<file path="src/rtl/crcdf_pkg.sv">
`timescale 1ns / 1ps
package crcdf_pkg;

  localparam logic [7:0]  HDR_SYNC0   = 8'h55;
  localparam logic [7:0]  HDR_SYNC1   = 8'h66;
  localparam logic [7:0]  CTL_RSVD    = 8'hFC;
  localparam logic [1:0]  CTL_ACK     = 2'd2;
  localparam logic [15:0] CRC_POLY    = 16'h1021;

  localparam logic [1:0]  KIND_PAYLOAD = 2'd0;
  localparam logic [1:0]  KIND_FRAME   = 2'd1;
  localparam logic [1:0]  KIND_DGRAM   = 2'd2;

  localparam logic [2:0]  ERR_NONE    = 3'd0;
  localparam logic [2:0]  ERR_HEADER  = 3'd1;
  localparam logic [2:0]  ERR_CONTROL = 3'd2;
  localparam logic [2:0]  ERR_CRC     = 3'd3;
  localparam logic [2:0]  ERR_TRUNC   = 3'd4;

  localparam int          POS_W        = 17;
  localparam logic [16:0] POS_SYNC0    = 17'd0;
  localparam logic [16:0] POS_SYNC1    = 17'd1;
  localparam logic [16:0] POS_CTL      = 17'd2;
  localparam logic [16:0] POS_LEN_LO   = 17'd3;
  localparam logic [16:0] POS_LEN_HI   = 17'd4;
  localparam logic [16:0] POS_SEQ_LO   = 17'd5;
  localparam logic [16:0] POS_SEQ_HI   = 17'd6;
  localparam logic [16:0] POS_CMD      = 17'd7;
  localparam logic [16:0] POS_PAYLOAD  = 17'd8;

  localparam int          QUEUE_DEPTH_DEF = 4;

  typedef struct packed {
    logic [7:0] data_byte;
    logic       last_in_datagram;
  } rx_t;

  typedef struct packed {
    logic [1:0]  kind;
    logic [7:0]  payload_byte;
    logic [15:0] payload_index;
    logic [1:0]  control_bits;
    logic        is_ack;
    logic [15:0] sequence_number;
    logic [7:0]  command_code;
    logic [15:0] payload_length;
    logic        good;
    logic [2:0]  error_code;
    logic        last_result;
  } result_t;

  // one queue entry: optional payload/frame result, optional datagram result
  typedef struct packed {
    logic    has_prim;
    result_t prim;
    logic    has_dgram;
    logic    dgram_good;
    logic [2:0] dgram_err;
  } q_entry_t;

  function automatic logic [15:0] crc_byte(input logic [15:0] crc_in, input logic [7:0] b);
    logic [15:0] c;
    c = crc_in ^ {b, 8'h00};
    for (int i = 0; i < 8; i++) begin
      c = c[15] ? ({c[14:0], 1'b0} ^ CRC_POLY) : {c[14:0], 1'b0};
    end
    return c;
  endfunction

endpackage

</file>
<file path="src/rtl/crcdf_front.sv">
`timescale 1ns / 1ps
module crcdf_front (
  input  logic                clk,
  input  logic                rst,
  input  logic                rx_valid,
  output logic                rx_ready,
  input  crcdf_pkg::rx_t      rx,
  output logic                push,
  output crcdf_pkg::q_entry_t entry,
  input  logic                q_full
);

  logic [16:0] pos, pos_next;
  logic [15:0] len_h, len_h_next;
  logic [1:0]  ctl_h, ctl_h_next;
  logic [15:0] seq_h, seq_h_next;
  logic [7:0]  cmd_h, cmd_h_next;
  logic [15:0] crc, crc_next;
  logic [7:0]  crc_lo, crc_lo_next;
  logic [2:0]  derr, derr_next;
  logic        seen, seen_next;

  logic [16:0] crc_at;
  logic        acc;
  logic        crc_ok;
  logic [7:0]  b;

  assign rx_ready = !q_full;
  assign acc      = rx_valid && rx_ready;
  assign b        = rx.data_byte;
  assign crc_at   = crcdf_pkg::POS_PAYLOAD + {1'b0, len_h};
  assign crc_ok   = ({b, crc_lo} == crc);

  always_comb begin
    pos_next    = pos;
    len_h_next  = len_h;
    ctl_h_next  = ctl_h;
    seq_h_next  = seq_h;
    cmd_h_next  = cmd_h;
    crc_next    = crc;
    crc_lo_next = crc_lo;
    derr_next   = derr;
    seen_next   = seen;
    entry       = '0;
    if (derr == crcdf_pkg::ERR_NONE) begin
      pos_next = pos + 17'd1;
      if (pos < crc_at) begin
        crc_next = crcdf_pkg::crc_byte(crc, b);
      end
      priority if (pos == crcdf_pkg::POS_SYNC0) begin
        if (b != crcdf_pkg::HDR_SYNC0) derr_next = crcdf_pkg::ERR_HEADER;
      end else if (pos == crcdf_pkg::POS_SYNC1) begin
        if (b != crcdf_pkg::HDR_SYNC1) derr_next = crcdf_pkg::ERR_HEADER;
      end else if (pos == crcdf_pkg::POS_CTL) begin
        if ((b & crcdf_pkg::CTL_RSVD) != 8'h00) derr_next = crcdf_pkg::ERR_CONTROL;
        ctl_h_next = b[1:0];
      end else if (pos == crcdf_pkg::POS_LEN_LO) begin
        len_h_next = {8'h00, b};
      end else if (pos == crcdf_pkg::POS_LEN_HI) begin
        len_h_next = {b, len_h[7:0]};
      end else if (pos == crcdf_pkg::POS_SEQ_LO) begin
        seq_h_next = {8'h00, b};
      end else if (pos == crcdf_pkg::POS_SEQ_HI) begin
        seq_h_next = {b, seq_h[7:0]};
      end else if (pos == crcdf_pkg::POS_CMD) begin
        cmd_h_next = b;
      end else if (pos < crc_at) begin
        entry.has_prim           = 1'b1;
        entry.prim.kind          = crcdf_pkg::KIND_PAYLOAD;
        entry.prim.payload_byte  = b;
        entry.prim.payload_index = 16'(pos - crcdf_pkg::POS_PAYLOAD);
      end else if (pos == crc_at) begin
        crc_lo_next = b;
      end else begin
        entry.has_prim             = 1'b1;
        entry.prim.kind            = crcdf_pkg::KIND_FRAME;
        entry.prim.control_bits    = ctl_h;
        entry.prim.is_ack          = crc_ok && (ctl_h == crcdf_pkg::CTL_ACK);
        entry.prim.sequence_number = seq_h;
        entry.prim.command_code    = cmd_h;
        entry.prim.payload_length  = len_h;
        entry.prim.good            = crc_ok;
        entry.prim.error_code      = crc_ok ? crcdf_pkg::ERR_NONE : crcdf_pkg::ERR_CRC;
        seen_next = 1'b1;
        if (!crc_ok) derr_next = crcdf_pkg::ERR_CRC;
        pos_next   = '0;
        crc_next   = '0;
        len_h_next = '0;
      end
    end
    entry.prim.last_result = !rx.last_in_datagram;
    if (rx.last_in_datagram) begin
      entry.has_dgram = 1'b1;
      if (derr_next == crcdf_pkg::ERR_NONE && pos_next != '0) begin
        entry.dgram_err = crcdf_pkg::ERR_TRUNC;
      end else begin
        entry.dgram_err = derr_next;
      end
      entry.dgram_good = (entry.dgram_err == crcdf_pkg::ERR_NONE) && seen_next;
    end
  end

  assign push = acc && (entry.has_prim || entry.has_dgram);

  always_ff @(posedge clk) begin
    if (rst || (acc && rx.last_in_datagram)) begin
      pos    <= '0;
      len_h  <= '0;
      ctl_h  <= '0;
      seq_h  <= '0;
      cmd_h  <= '0;
      crc    <= '0;
      crc_lo <= '0;
      derr   <= crcdf_pkg::ERR_NONE;
      seen   <= 1'b0;
    end else if (acc) begin
      pos    <= pos_next;
      len_h  <= len_h_next;
      ctl_h  <= ctl_h_next;
      seq_h  <= seq_h_next;
      cmd_h  <= cmd_h_next;
      crc    <= crc_next;
      crc_lo <= crc_lo_next;
      derr   <= derr_next;
      seen   <= seen_next;
    end
  end

endmodule

</file>
<file path="src/rtl/crcdf_queue.sv">
`timescale 1ns / 1ps
module crcdf_queue #(
  parameter int DEPTH = crcdf_pkg::QUEUE_DEPTH_DEF
) (
  input  logic                clk,
  input  logic                rst,
  input  logic                push,
  input  crcdf_pkg::q_entry_t wr_entry,
  input  logic                pop,
  output crcdf_pkg::q_entry_t head,
  output logic                empty,
  output logic                full
);

  localparam int AW = $clog2(DEPTH);
  localparam int CW = $clog2(DEPTH + 1);

  crcdf_pkg::q_entry_t mem [DEPTH];
  logic [AW-1:0] wr_ptr;
  logic [AW-1:0] rd_ptr;
  logic [CW-1:0] count;

  assign empty = (count == '0);
  assign full  = (count == CW'(DEPTH));
  assign head  = mem[rd_ptr];

  always_ff @(posedge clk) begin
    if (push) begin
      mem[wr_ptr] <= wr_entry;
    end
  end

  always_ff @(posedge clk) begin
    if (rst) begin
      wr_ptr <= '0;
      rd_ptr <= '0;
      count  <= '0;
    end else begin
      if (push) wr_ptr <= wr_ptr + AW'(1);
      if (pop)  rd_ptr <= rd_ptr + AW'(1);
      unique case ({push, pop})
        2'b10:   count <= count + CW'(1);
        2'b01:   count <= count - CW'(1);
        default: count <= count;
      endcase
    end
  end

  a_no_overflow: assert property (@(posedge clk) disable iff (rst) !(push && full))
    else $error("queue written while full");
  a_no_underflow: assert property (@(posedge clk) disable iff (rst) !(pop && empty))
    else $error("queue read while empty");
  a_count_bound: assert property (@(posedge clk) disable iff (rst) count <= CW'(DEPTH))
    else $error("queue count out of range");

endmodule

</file>
<file path="src/rtl/crcdf_back.sv">
`timescale 1ns / 1ps
module crcdf_back (
  input  logic                clk,
  input  logic                rst,
  input  crcdf_pkg::q_entry_t head,
  input  logic                empty,
  output logic                pop,
  output logic                result_valid,
  input  logic                result_ready,
  output crcdf_pkg::result_t  result
);

  logic               second, second_next;
  logic               load;
  crcdf_pkg::result_t nxt;
  logic               emit_prim;

  assign load      = !result_valid || result_ready;
  assign emit_prim = head.has_prim && !second;

  always_comb begin
    nxt         = '0;
    pop         = 1'b0;
    second_next = second;
    if (emit_prim) begin
      nxt             = head.prim;
      nxt.last_result = !head.has_dgram;
    end else begin
      nxt.kind        = crcdf_pkg::KIND_DGRAM;
      nxt.good        = head.dgram_good;
      nxt.error_code  = head.dgram_err;
      nxt.last_result = 1'b1;
    end
    if (load && !empty) begin
      if (emit_prim && head.has_dgram) begin
        second_next = 1'b1;
      end else begin
        pop         = 1'b1;
        second_next = 1'b0;
      end
    end
  end

  always_ff @(posedge clk) begin
    if (rst) begin
      result_valid <= 1'b0;
      second       <= 1'b0;
    end else begin
      second <= second_next;
      if (load) result_valid <= !empty;
    end
  end

  always_ff @(posedge clk) begin
    if (load && !empty) result <= nxt;
  end

  a_second_needs_dgram: assert property (@(posedge clk) disable iff (rst)
    (second && !empty) |-> head.has_dgram)
    else $error("second phase on entry without datagram result");
  a_second_after_prim: assert property (@(posedge clk) disable iff (rst)
    $rose(second) |-> (result_valid && result.last_result == 1'b0))
    else $error("datagram phase entered without a pending frame-level result");
  a_dgram_is_last: assert property (@(posedge clk) disable iff (rst)
    (result_valid && result.kind == crcdf_pkg::KIND_DGRAM) |-> result.last_result)
    else $error("datagram result not flagged last");

endmodule

</file>
<file path="src/rtl/crc16_framed_datagram_deframer.sv">
`timescale 1ns / 1ps
// Byte-stream deframer for datagrams of back-to-back CRC-16/XMODEM frames.
// Input channel rx (rx_valid/rx_ready): one datagram byte per transaction,
// last_in_datagram set on the final byte.
// Output channel result (result_valid/result_ready): payload bytes as they
// arrive (kind 0), a frame summary at each frame end (kind 1) and a datagram
// summary on the flagged byte (kind 2). Payload bytes of a frame whose summary
// reports good = 0 must be dropped by the consumer.
// Throughput: one byte per cycle while the queue is not full; the last byte of
// a datagram may give two results, which are presented one after the other.
// Each result is written into the queue at the edge that accepts its byte and
// is loaded into the output register once that register is free.
// Reset clears the parser, empties the queue and drops result_valid; the
// parser also returns to its reset state after each flagged last byte.
// When result_ready is low the output holds and the queue fills; rx_ready
// drops once the queue is full and rises as soon as space frees up.
module crc16_framed_datagram_deframer #(
  parameter int QUEUE_DEPTH = crcdf_pkg::QUEUE_DEPTH_DEF
) (
  input  logic               clk,
  input  logic               rst,
  input  logic               rx_valid,
  output logic               rx_ready,
  input  crcdf_pkg::rx_t     rx,
  output logic               result_valid,
  input  logic               result_ready,
  output crcdf_pkg::result_t result
);

  logic                push;
  logic                pop;
  logic                q_empty;
  logic                q_full;
  crcdf_pkg::q_entry_t wr_entry;
  crcdf_pkg::q_entry_t head;

  crcdf_front u_front (
    .clk      (clk),
    .rst      (rst),
    .rx_valid (rx_valid),
    .rx_ready (rx_ready),
    .rx       (rx),
    .push     (push),
    .entry    (wr_entry),
    .q_full   (q_full)
  );

  crcdf_queue #(
    .DEPTH (QUEUE_DEPTH)
  ) u_queue (
    .clk      (clk),
    .rst      (rst),
    .push     (push),
    .wr_entry (wr_entry),
    .pop      (pop),
    .head     (head),
    .empty    (q_empty),
    .full     (q_full)
  );

  crcdf_back u_back (
    .clk          (clk),
    .rst          (rst),
    .head         (head),
    .empty        (q_empty),
    .pop          (pop),
    .result_valid (result_valid),
    .result_ready (result_ready),
    .result       (result)
  );

endmodule

</file>
<file path="config.mk">
export PLATFORM = sky130hd
export DESIGN_NAME = crc16_framed_datagram_deframer
export DESIGN_NICKNAME = d
export VERILOG_FILES = /design/src/rtl/crcdf_pkg.sv /design/src/rtl/crcdf_front.sv /design/src/rtl/crcdf_queue.sv /design/src/rtl/crcdf_back.sv /design/src/rtl/crc16_framed_datagram_deframer.sv
export SDC_FILE = /design/constraint.sdc
export NUM_CORES = 1
export LEC_CHECK = 0
export ABC_AREA = 1
export BUFFER_PORTS_ARGS = -buffer_cell sky130_fd_sc_hd__buf_2
export CAP_MARGIN = 20
export CORE_ASPECT_RATIO = 1.75
export CORE_MARGIN = 4
export CORE_UTILIZATION = 34
export CTS_BUF_LIST = sky130_fd_sc_hd__clkbuf_8
export CTS_CLUSTER_DIAMETER = 100
export DETAILED_ROUTE_END_ITERATION = 10
export GPL_TIMING_DRIVEN = 1
export SLEW_MARGIN = 10
export SYNTH_ARGS = -nofsm -noshare
export SYNTH_HDL_FRONTEND = slang
export SYNTH_SLANG_ARGS = --single-unit
</file>
<file path="constraint.sdc">
create_clock -name clk -period 6.3 [get_ports clk]
set_clock_uncertainty 0.05 [all_clocks]
set_input_delay 1.26 -clock clk [delete_from_list [all_inputs] [get_ports clk]]
set_output_delay 1.26 -clock clk [all_outputs]
set_load 0.005 [all_outputs]
</file>
# Yosys cells after proc, flatten, opt, wreduce, memory -nomap -nowiden
# Memories as Yosys holds them, arrays and structs flattened. A register that Yosys moved wholly into a read port is not among the register bits.
# Cells that the tools add are included.
# classes
n_addsub	7
n_lt_le_gt_ge	1
eq_ne	26
n_mux	92
bitwise_logic	18
n_reduce_logical	35
# op_table
operator	count
$mux 74	9
$mux 16	20
$mux 17	11
$mux 13	8
$mux 47	2
$eq 17x3->1 const B	4
$mux 3	19
$eq 17x2->1 const B	2
$mux 24	1
$not 3->3	8
$reduce_and 10->1	2
$add 17x1->17 const B	1
$add 4x16->17 const A	1
$eq 17x1->1 const B	1
$eq 17x17->1	1
$logic_not 17->1	1
$lt 17x17->1	1
$reduce_bool 17->1	1
$eq 16x16->1	1
$mux 1	16
$ne 8x7->1 const B	2
$reduce_and 8->1	2
$sub 16x4->16 const B	1
$xor 16x16->16	1
22 further kinds	63
# totals
register_bits	170
ramBits	320
wordCells	207
n_memories	1
# mem_list
memory	words	word_bits	rd	rd_ports_with_merged_regs	write_ports	line_no	source
u_queue.mem	4	80	1	1	1	crcdf_queue.sv:18	crcdf_pkg::q_entry_t mem [DEPTH];

# Logic depth before layout (Yosys ltp)
# Gate-level depths: netlist of run 1.
# logic_depth
ltp_word	28
ltp_mapped	26
mapped_depth_nobuf	26

# By module
# Synthesis of run 1 repeated with hierarchy kept, for this count alone.
# hier_totals
hier_cells	2018
area_unflattened_um2	22077.4
# by_module_without_submodules
module	n_inst	cells_per_inst	area_per_inst_um2	seq_area_each_um2
crcdf_queue	1	832	12266.8	9789.4
crcdf_front	1	936	6318.6	1741.7
crcdf_back	1	250	3492.1	2262.2

# Worst setup path after synthesis of run 1
# No wires, ideal clock.
# synth_path
path_kind	input-to-reg
start	in result_ready
end	reg u_queue.count[2]
setup_ps	122
t_arrival_ps	6525
required_time_ps	6128
setup_slack_ps	-397
cell_stages	11
n_path_buf	0
path_cell_list	nor2_1 > a31oi_1 > nand2_1 > inv_1 > ha_1 > inv_1 > fa_1 > a21oi_1 > o21ai_0 > o21ai_0 > a21oi_1
# synth_via
elab_chain_cells	5
elab_cells_between_ends	7
# synth_lines
element	line_no	source
start: declaration	crc16_framed_datagram_deframer.sv:26	input logic result_ready,
$logic_or 1x1->1 *	crcdf_back.sv:18	assign load = !result_valid || result_ready;
$logic_and 1x1->1 *	crcdf_back.sv:34	if (load && !empty) begin
$mux 1 *	crcdf_back.sv:34	
net pop	crc16_framed_datagram_deframer.sv:31	logic pop;
$eq 2x1->1 / $eq 2x2->1 (equally long branches)	crcdf_queue.sv:41	unique case ({push, pop})
$pmux 3 s2 / $reduce_bool 2->1 (equally long branches)	--	
end signal: assignment	crcdf_queue.sv:42	2'b10: count <= count + CW'(1);
end signal: assignment	crcdf_queue.sv:43	2'b01: count <= count - CW'(1);
end signal: assignment	crcdf_queue.sv:44	default: count <= count;
end: declaration	crcdf_queue.sv:21	logic [CW-1:0] count;
# The timed path passes the listed nets; every way through them passes the cells marked *.
# A chain may end at the register's enable or synchronous reset.

# Worst setup path in the final report of run 1
# layout_path
start	reg u_front.len_h[3]
end	mem u_queue.mem[1][66] (netlist bit) (enable)
# layout_via
elab_chain_cells	17
elab_cells_between_ends	18
# layout_lines
element	line_no	source
start: declaration	crcdf_front.sv:14	logic [15:0] len_h, len_h_next;
start signal: assignment	crcdf_front.sv:118	len_h <= len_h_next;
$add 4x16->17 *	crcdf_front.sv:31	assign crc_at = crcdf_pkg::POS_PAYLOAD + {1'b0, len_h};
parallel branches: the longest is 2 deep, another holds $lt 17x17->1	--	
$mux 3 *	crcdf_front.sv:67	end else if (pos < crc_at) begin
$mux 74 *	crcdf_front.sv:65	end else if (pos == crcdf_pkg::POS_CMD) begin
$mux 74 *	crcdf_front.sv:63	end else if (pos == crcdf_pkg::POS_SEQ_HI) begin
$mux 74 *	crcdf_front.sv:61	end else if (pos == crcdf_pkg::POS_SEQ_LO) begin
$mux 74 *	crcdf_front.sv:59	end else if (pos == crcdf_pkg::POS_LEN_HI) begin
$mux 74 *	crcdf_front.sv:57	end else if (pos == crcdf_pkg::POS_LEN_LO) begin
$mux 74 *	crcdf_front.sv:54	end else if (pos == crcdf_pkg::POS_CTL) begin
$mux 74 *	crcdf_front.sv:52	end else if (pos == crcdf_pkg::POS_SYNC1) begin
$mux 74 *	crcdf_front.sv:50	priority if (pos == crcdf_pkg::POS_SYNC0) begin
$mux 74 *	crcdf_front.sv:45	if (derr == crcdf_pkg::ERR_NONE) begin
$logic_or 1x1->1 *	crcdf_front.sv:103	assign push = acc && (entry.has_prim || entry.has_dgram);
$logic_and 1x1->1 *	crcdf_front.sv:103	
$mux 1 *	crcdf_queue.sv:28	if (push) begin
$mux 1 (implied by the code) *	crcdf_queue.sv:29	mem[wr_ptr] <= wr_entry;
end: declaration	crcdf_queue.sv:18	
# Mark *: on every way between the ends.

==> results.cfg, run 1 <==
[sta]
fin_crit_ps = 4650
fin_setup_tns_ps = 0
slew_headroom_pct = 36.9
hold_ws_ps = 400
layout_setup_ws_ps = 1650
hold_viol = 0
worst_pin_slew_ps = 939
clock.fmax_ghz = 0.215
drv_slew = 0
fin_crit_sh_pct = 73.8
setup_violations = 0
grt_setup_unrepaired = false

[synth]
synth_seq_cells = 476
synth_cell_types = 53
yosysTopAreaCellShare_pct = 54.6
synth_top_cell_by_area = edfxtp_1
synthArstFlopShare_pct = 0
yosysSeqAreaShare_pct = 64.0
synthTopCellsByArea = edfxtp_1 (55%), dfxtp_1 (9.4%), nor2_1 (7.9%)
syn-cell-area_um2 = 20800
synth-edff-count = 378
synth_nets = 2031
synth_warnings = 0
avgSynthCellArea_um2 = 10.5
yosys_most_used_dff = edfxtp_1
syn_inst = 1988

[detailed_routing]
vias_per_cell = 4.94
wirelength_um = 54800
drtAntennaViolNets = 0
dr.pass1.iters = 6
routedWlPerCell_um = 18.7
drtIter0Drc = 818
drc = 0
dr_total_vias = 14442

[worst_setup_path]
timing.rr.start = u_front.len_h[3]
startpoint_type = register
cp.depth = 19
crit_family = simple AND/OR/NAND/NOR gates
crit_path_max_fanout = 23
slowest_stage = nor2_4
path_cells = inv_1, nor3_1, nand3_1, nor3_1, nand2_1, xor2_1, ha_1, nand2_1, nor2_1, nand2_1, nor2_1, nor2_1, nand2_2, nand2_1, nand4_1, nand2_1, inv_2, nor2_4, buf_4
rrSetupSlack_ps = 1650
path_class = reg2reg
endpoint_kind = register
cpPeakStageDelay_ps = 700
cpMostUsedCell = nand2_1
worstPathRequired_ps = 6580
cp.buffers_inverters = 3
r2r_cells = 19
r2r_end = u_queue.mem[1][66]
worstPathArrival_ps = 4930
crit_start = u_front.len_h[3]

[grt]
antenna_found_initial = 1
grt_pass1_vias = 14669
grt_overflow = 0
grt_pass1_wl_um = 84800
grt_max_degree = 83
grt_usage_pct = 16.5

[finish]
nets = 2129
layout-drive-gt1-share_pct = 14.6
final_cell_mix = nor2_1 (431), edfxtp_1 (378), nand2_1 (228), o21ai_0 (175), a21oi_1 (144)
area_growth_pct = 13.9
final_common_cell = nor2_1

[die]
initial_core_util_pct = 34.4
io_pins = 89
dieArea_um2 = 65300
die_y_um = 335
die_w_um = 195
rows = 119
fp.coreArea_um2 = 60500

[run]
maxCapViolCount = 0

[min_path]
holdCritStartpoint = u_queue.count[0]
hold_path_depth = 1
min_to = u_queue.count[0]
hp-class = reg2reg

[cts]
ctsHoldBuffers = 0
cts-resized-gates = 0
clk_pin_slew_ps = 70
numClockSinks = 476
post_cts_buffers = 0
root_buffer = clkbuf_8
clk_latency_ps = 650
htreeDepth = 3
numCtsBuffers = 71
cts_tree = built
cts.path.max_buffers = 3

[placed_design]
dpl.hpwl_um = 37400
globalplace.congestion = 0.859
place_ws_ps = 1620
port_buffers = 88

[power]
power_density_nw_per_um2 = 522
total_power_uw = 12400
vdd_drop_max_mv = 0.252
leakagePower_uw = 0.00877

[status]
outcome = finished, final reports clean
-- synthesized netlist by cell type, drive strengths merged, types with 2 or more instances --
cell,n
a211oi,29
a21o,2
a21oi,146
a221o,2
a22oi,2
a311oi,8
a31oi,5
and3,2
buf,33
clkbuf,59
clkinv,3
dfxtp,98
edfxtp,378
ha,29
inv,140
nand2,252
nand3,37
nand4,17
nor2,451
nor3,36
nor4,10
o211ai,6
o21ai,182
o22ai,8
xnor2,15
xor2,32
-- area by class of cell --
type | instances | area, µm²
Multi-Input combinational cell | 1277 | 6560
Clock buffer | 79 | 1090
Inverter | 143 | 547
Antenna cell | 1 | 2.50
Fill cell | 5990 | 36800
Tap cell | 786 | 983
Clock inverter | 45 | 467
Timing Repair Buffer | 117 | 721
Sequential cell | 476 | 13300
-- registers in the layout (all words and copies together) (netlist names), named ones only --
signal	cells
u_back.result_valid	1
u_front.cmd_h	8
u_front.pos	17
u_front.seen	1
u_front.seq_h	16
u_queue.rd_ptr	2
u_front.len_h	16
u_queue.mem	304
u_back.second	1
u_back.result	74
u_front.ctl_h	2
u_front.crc_lo	8
u_front.derr	3
u_front.crc	16
u_queue.wr_ptr	2
u_queue.count	3
-- through the flow --
step / area, µm² / util [%] / instances
3_3_place_gp: 22100 / 36.6 / 2799
3_5_place_dp: 22100 / 36.6 / 2799
5_1_grt: 23700 / 39.2 / 2924
4_1_cts: 23700 / 39.2 / 2923
2_1_floorplan: 20800 / - / 1988
6_report: 23700 / 39.2 / 2924
-- logic make-up after synthesis --
family,Yosys count,synth area share [%]
flip-flops,476,64.0
adder cells (fa/ha/maj),30,1.84
AO/OA/AOI/OAI,393,10.5
AND/OR/NAND/NOR,807,17.0
XOR/XNOR,47,2.02
buffers and inverters,235,4.64
-- power breakdown --
group | internal, µW | switching (µW) | leakage (µW) | total, µW
registers | 4740 | 282 | 0.00443 | 5020
clock network | 1570 | 1200 | 0.000832 | 2770
logic | 1230 | 3360 | 0.00351 | 4580
total | 7540 | 4840 | 0.00877 | 12400
-- how the worst max path moves through the flow --
stage                     slack, ps                 end
final                          1650  u_queue.mem[1][66]
after global routing           1200  u_queue.mem[1][26]
after CTS                      1590  u_queue.mem[1][66]
after detailed placement       1620  u_queue.mem[1][66]
after global placement         1670  u_queue.mem[1][56]
after floorplan                  40   u_queue.mem[0][0]
-- per-layer routing --
| layer | global-route usage (%) | share of wire [%] |
|---|---|---|
| met1 | 18.1 | 38 |
| met2 | 30.9 | 54 |
| met3 | 2.46 | 4.3 |
| met4 | 7.66 | 3.9 |
| met5 | 0 | 0 |
-- worst register-to-register path, delay by kind of cell, from the launching register on --
| family | cells | cell delay [ps] |
|---|---|---|
| xor+xnor | 1 | 160 |
| simple gates | 14 | 2820 |
| fa+ha+maj | 1 | 310 |
| flops | 1 | 380 |
| buf+inv | 3 | 590 |
Power figures use the tool's default switching activity.
==> run 2: changes to the inputs <==
- ABC_AREA: 1 -> 0
- clock period: 6.3 -> 4.13 ns (I/O delays scaled with it)
==> run 2 against run 1 <==
  * Sequential share of layout area rose by 1.2 points
  * Flip-flop and latch count unchanged
  * Synthesized cell count decreased by 33%
  * Core utilization is 0.77 points higher
==> results.cfg, run 2 <==
[die]
fp.coreArea_um2 = 58100
io_pins = 89
die_w_um = 191
rows = 117
dieArea_um2 = 62700
initial_core_util_pct = 34.3
die_y_um = 328

[detailed_routing]
vias_per_cell = 5.03
drc = 0
drtAntennaViolNets = 0
drtIter0Drc = 592
routedWlPerCell_um = 20.0
dr_total_vias = 11675
dr.pass1.iters = 5
wirelength_um = 46300

[synth]
synth_nets = 1372
yosysSeqAreaShare_pct = 66.8
synth_top_cell_by_area = edfxtp_1
synth.most_common_cell = edfxtp_1
synth_seq_cells = 476
synth_cell_types = 70
yosysTopAreaCellShare_pct = 57.0
synth_warnings = 0
synthTopCellsByArea = edfxtp_1 (57%), dfxtp_1 (9.9%), mux4_2 (8.6%)
avgSynthCellArea_um2 = 15.0
syn-cell-area_um2 = 19900
syn_inst = 1329
synthArstFlopShare_pct = 0
yosys_most_used_dff = edfxtp_1
synth_common_cells = edfxtp_1 (378), nor2_1 (102), dfxtp_1 (98)
synth-edff-count = 378

[power]
leakagePower_uw = 0.00822
vdd_drop_max_mv = 0.217
power_density_nw_per_um2 = 544

[finish]
final_common_cell = edfxtp_1
regMostFlops = u_queue.mem
final_cell_mix = edfxtp_1 (378), nor2_1 (100), dfxtp_1 (91), buf_2 (88)
nets = 1536
top_regs = u_queue.mem: 304 flops, u_back.result: 74 flops, u_front.pos: 17 flops
largest_reg_flops = 304
final_util_pct = 40.0
layout-drive-gt1-share_pct = 25.3
fin_cells = 2321
area_growth_pct = 16.6

[min_path]
holdCritStartpoint = u_front.seq_h[14]
min_to = u_front.seq_h[14]
hp-class = reg2reg
hold_path_depth = 2

[sta]
fin_setup_tns_ps = 0
setup_violations = 0
hold_viol = 0
layout_setup_ws_ps = 228
clock.fmax_ghz = 0.256
fin_crit_sh_pct = 94.5
drv_slew = 0
fin_crit_ps = 3900
worst_pin_slew_ps = 960
grt_setup_unrepaired = false
slew_headroom_pct = 36.0

[cts]
cts.path.max_buffers = 3
htreeDepth = 3
numCtsBuffers = 70
clk_pin_slew_ps = 70
ctsHoldBuffers = 0
numClockSinks = 476
root_buffer = clkbuf_8
clk_latency_ps = 640
cts_tree = built

[grt]
grt_max_degree = 68
grt_pass1_vias = 12404
grt_usage_pct = 14.9
grt_pass1_wl_um = 72000
grt_overflow = 0
antenna_found_initial = 2

[worst_setup_path]
timing.rr.start = u_front.len_h[4]
crit_start = u_front.len_h[4]
endpoint_kind = register
worstPathArrival_ps = 4160
path_cells = ha_1, and3_2, nand3_1, xor2_1, ha_1, nand3_1, nor3_1, a221oi_1, buf_4, o2111ai_4, buf_12, nand2_1, o31ai_1, o41ai_1
worstPathRequired_ps = 4390
startpoint_type = register
cpPeakStageDelay_ps = 710
crit_path_max_fanout = 35
path_class = reg2reg
rrSetupSlack_ps = 230
r2r_cells = 14
r2r_end = u_queue.mem[3][2]
crit_family = compound AO/OA/AOI/OAI gates
slowest_stage = o41ai_1
cp.buffers_inverters = 2

[placed_design]
port_buffers = 88
globalplace.congestion = 0.905
placed_cells = 2193
dpl.hpwl_um = 31100
place_ws_ps = 34.4

[status]
outcome = finished, final reports clean

[run]
maxCapViolCount = 0
-- run 2: cell count changes in the layout (fill, tap and decap cells not counted), sizes merged, moves of 76 or more --
cell / previous run / this run
o21ai: 182 / 20
nand2: 252 / 47
inv: 154 / 42
a21oi: 146 / 51
nor2: 451 / 103
mux4: 0 / 76
-- run 2: layout make-up --
| type | instances | area, µm² |
|---|---|---|
| sequential | 476 | 13300 |
| tap | 773 | 967 |
| timing repair buffer | 172 | 1200 |
| multi-input combinational | 750 | 6300 |
| antenna | 1 | 2.50 |
| fill | 5360 | 34900 |
| clock buffer | 76 | 1050 |
| clock inverter | 50 | 304 |
| inverter | 23 | 86.3 |
-- run 2: logic make-up after synthesis --
logic type	count (synthesis)	share of synthesized area [%]
buffers and inverters	103	2.04
adder cells (fa/ha/maj)	30	1.92
XOR/XNOR	63	2.77
multiplexers	109	10.3
AO/OA/AOI/OAI	148	5.06
flip-flops	476	66.8
AND/OR/NAND/NOR	400	11.1
-- run 2: worst max-delay path by stage --
stage                        end  slack (ps)  cells past startpoint
2_1_floorplan  u_queue.mem[0][0]         -30                     12
3_3_place_gp    u_queue.count[2]         140                     18
3_5_place_dp    u_queue.count[2]          30                     18
4_1_cts         u_queue.count[2]          20                     18
5_1_grt         u_queue.count[2]          20                     18
6_report       u_queue.mem[3][2]         230                     14
-- run 2: per-layer routing --
layer  GRT usage [%]  part of all wire [%]  routed length, µm  vias up
met2            27.7                    55              25600      274
li1                -                     -                  -     5411
met5               0                 0.026                 12        -
met3            2.80                   4.1               1910       98
met4            6.55                   3.8               1750        2
met1            16.2                    37              17100     5890
-- run 2: worst reg2reg max path, delay by kind of cell (launching register included) --
family	cells	cell delay (ps)
adders and majority gates	2	530
and+or+nand+nor	5	780
buffers and inverters	2	430
AOI/OAI and AO/OA	4	1280
DFF	1	390
xor gates and xnor gates	1	160
-- run 2: through the flow --
stage	hold WS, ps	area, µm²	power [µW]
2_1_floorplan	377	19900	8000
3_3_place_gp	385	21800	9090
3_5_place_dp	392	21800	9150
4_1_cts	400	23200	12900
5_1_grt	417	23200	13300
6_report	400	23200	12600
-- run 2: power by group --
part	switching, µW	leakage [µW]	internal [µW]
combinational	1480	0.00323	1190
clock	1780	0.000761	1900
sequential	227	0.00423	6050
-- run 2: repair_timing --
action                     4_1_cts  5_1_grt
buffers inserted                 0        1
resized for setup                0       15
setup endpoints to repair        0       26
==> run 3: changes to the inputs <==
- CORE_UTILIZATION: 34 -> 58
- PLACE_DENSITY: default -> 0.79
==> run 3 against run 2 <==
  * Die area shrank 40%
  * Via count grew 1.4%
  * Setup slack gained 5.8 ps
  * Maximum frequency grew 0.15%
  * Flip-flop and latch count is the same
  * Wire length shrank 5.8%
  * Clock power shrank 8.4%
  * Critical path depth grew 3
  * Final cell count shrank 16%
  * Final area shrank 3.5%
  * Global-route usage grew 9.0 points
  * Critical endpoint is now u_queue.count[2]
  * Largest cell class unchanged
  * Highest routed layer is now met4
==> results.cfg, run 3 (synthesis results as in run 2) <==
[status]
outcome = finished, final reports clean

[finish]
nets = 1502
layout-drive-gt1-share_pct = 22.7
fin_area_um2 = 22400
antenna_cells = 0
final_util_pct = 66.2
n_fill_cell = 2446
top_regs = u_queue.mem: 304 flops, u_back.result: 74 flops, u_front.pos: 17 flops
area_growth_pct = 12.5
regMostFlops = u_queue.mem
fin_cells = 1960
largest_reg_flops = 304
final_cell_mix = edfxtp_1 (378), nor2_1 (100), dfxtp_1 (93), buf_2 (88), mux4_2 (76)
final_common_cell = edfxtp_1

[power]
p_comb_share_pct = 21.6
vdd_drop_max_mv = 0.393
pwr-share-clk_pct = 27.5
p_switching_uw = 3340
leakagePower_uw = 0.00796
intPower_uw = 8910
seqPwrFrac_pct = 50.9
p_sw_share_pct = 27.2
power_density_nw_per_um2 = 547

[detailed_routing]
dr.pass1.iters = 6
drc = 0
vias_per_cell = 6.04
wirelength_um = 43700
dr_total_vias = 11834
drtAntennaViolNets = 0
routedWlPerCell_um = 22.3
drtIter0Drc = 1040

[cts]
clk_latency_ps = 610
numClockSinks = 476
ctsHoldBuffers = 0
clk_pin_slew_ps = 70
cts.path.max_buffers = 3
cts_tree = built
numCtsBuffers = 66
root_buffer = clkbuf_8
htreeDepth = 3

[die]
die_w_um = 148
rows = 89
dieArea_um2 = 37500
die_y_um = 253
io_pins = 89
fp.coreArea_um2 = 33900
initial_core_util_pct = 58.8

[grt]
grt_pass1_wl_um = 68200
grt_overflow = 0
antenna_found_initial = 0
grt_usage_pct = 23.8
grt_pass1_vias = 12268
grt_max_degree = 62

[sta]
worst_pin_slew_ps = 949
slew_headroom_pct = 36.7
drv_slew = 0
hold_ws_ps = 405
hold_viol = 0
clock.fmax_ghz = 0.257
fin_crit_ps = 3900
setup_violations = 0
fin_crit_sh_pct = 94.3
fin_setup_tns_ps = 0

[placed_design]
port_buffers = 88
placed_cells = 1846
globalplace.congestion = 0.970
placed_area_um2 = 21200
dpl.hpwl_um = 28600

[worst_setup_path]
crit_path_max_fanout = 5
startpoint_type = register
worstPathArrival_ps = 4380
rrSetupSlack_ps = 230
worstPathRequired_ps = 4610
path_class = reg2reg
endpoint_kind = register

[min_path]
hp-class = reg2reg

[run]
maxCapViolCount = 0
==> run 3: cell count changes in the layout (fill, tap and decap cells not counted), sizes merged <==
cell	before	now
buf	172	142
clkbuf	76	68
clkinv	26	24
inv	42	40
diode	1	0
==> run 3: worst paths after layout <==
path                                   startpoint                end  cells past startpoint
worst max-delay path             u_front.len_h[4]   u_queue.count[2]                     17
worst min-delay path            u_front.seq_h[11]  u_front.seq_h[11]                      2
worst max register to register   u_front.len_h[4]   u_queue.count[2]                     17
worst min register to register  u_front.seq_h[11]  u_front.seq_h[11]                      2
==> run 3: final cells by class <==
type | instances | area, µm² | area share, %
sequential | 476 | 13300 | 59.5
multi-input combinational | 750 | 6270 | 28.0
timing repair buffer | 142 | 946 | 4.22
clock buffer | 68 | 936 | 4.18
tap | 455 | 569 | 2.54
clock inverter | 46 | 274 | 1.22
inverter | 23 | 86.3 | 0.385
==> run 3: power groups by stage <==
stage,sequential (µW),clock [µW],combinational [µW]
2_1_floorplan,6380,0,1620
3_3_place_gp,6310,0,2650
3_5_place_dp,6350,0,2690
4_1_cts,6250,3440,2700
5_1_grt,6290,3680,2890
6_report,6240,3370,2640
==> run 3: stage by stage <==
stage          setup WS (ps)  power (µW)
2_1_floorplan          -34.9        8000
3_3_place_gp             184        8970
3_5_place_dp            51.8        9040
4_1_cts                 38.7       12400
5_1_grt                -27.5       12900
6_report                 234       12300
==> run 3: critical path, cell delays in order (launching register included) <==
cell      delay, ps
dfxtp_1         420
ha_1            250
and3_2          240
nand3_1         130
xor2_1          160
ha_1            290
nand3_1         150
nor4_1          370
nand3_1         200
nor2_1          160
a221oi_2         80
inv_1            90
ha_1            190
inv_1            70
fa_1            380
xor2_1          160
or3_1           310
a21oi_1         140
==> run 3: layer usage <==
| layer | track usage (%) | vias up | wire, µm |
|---|---|---|---|
| met4 | 11.5 | 0 | 2020 |
| met2 | 43.3 | 404 | 23800 |
| met5 | 0 | - | 0 |
| met1 | 27.4 | 5989 | 15800 |
| met3 | 3.71 | 111 | 2100 |
| li1 | - | 5330 | - |
==> run 3: what timing repair did <==
item / CTS / global route
endpoints found under the setup margin: 0 / 60
resized for setup: 0 / 9
buffers inserted: 0 / 0
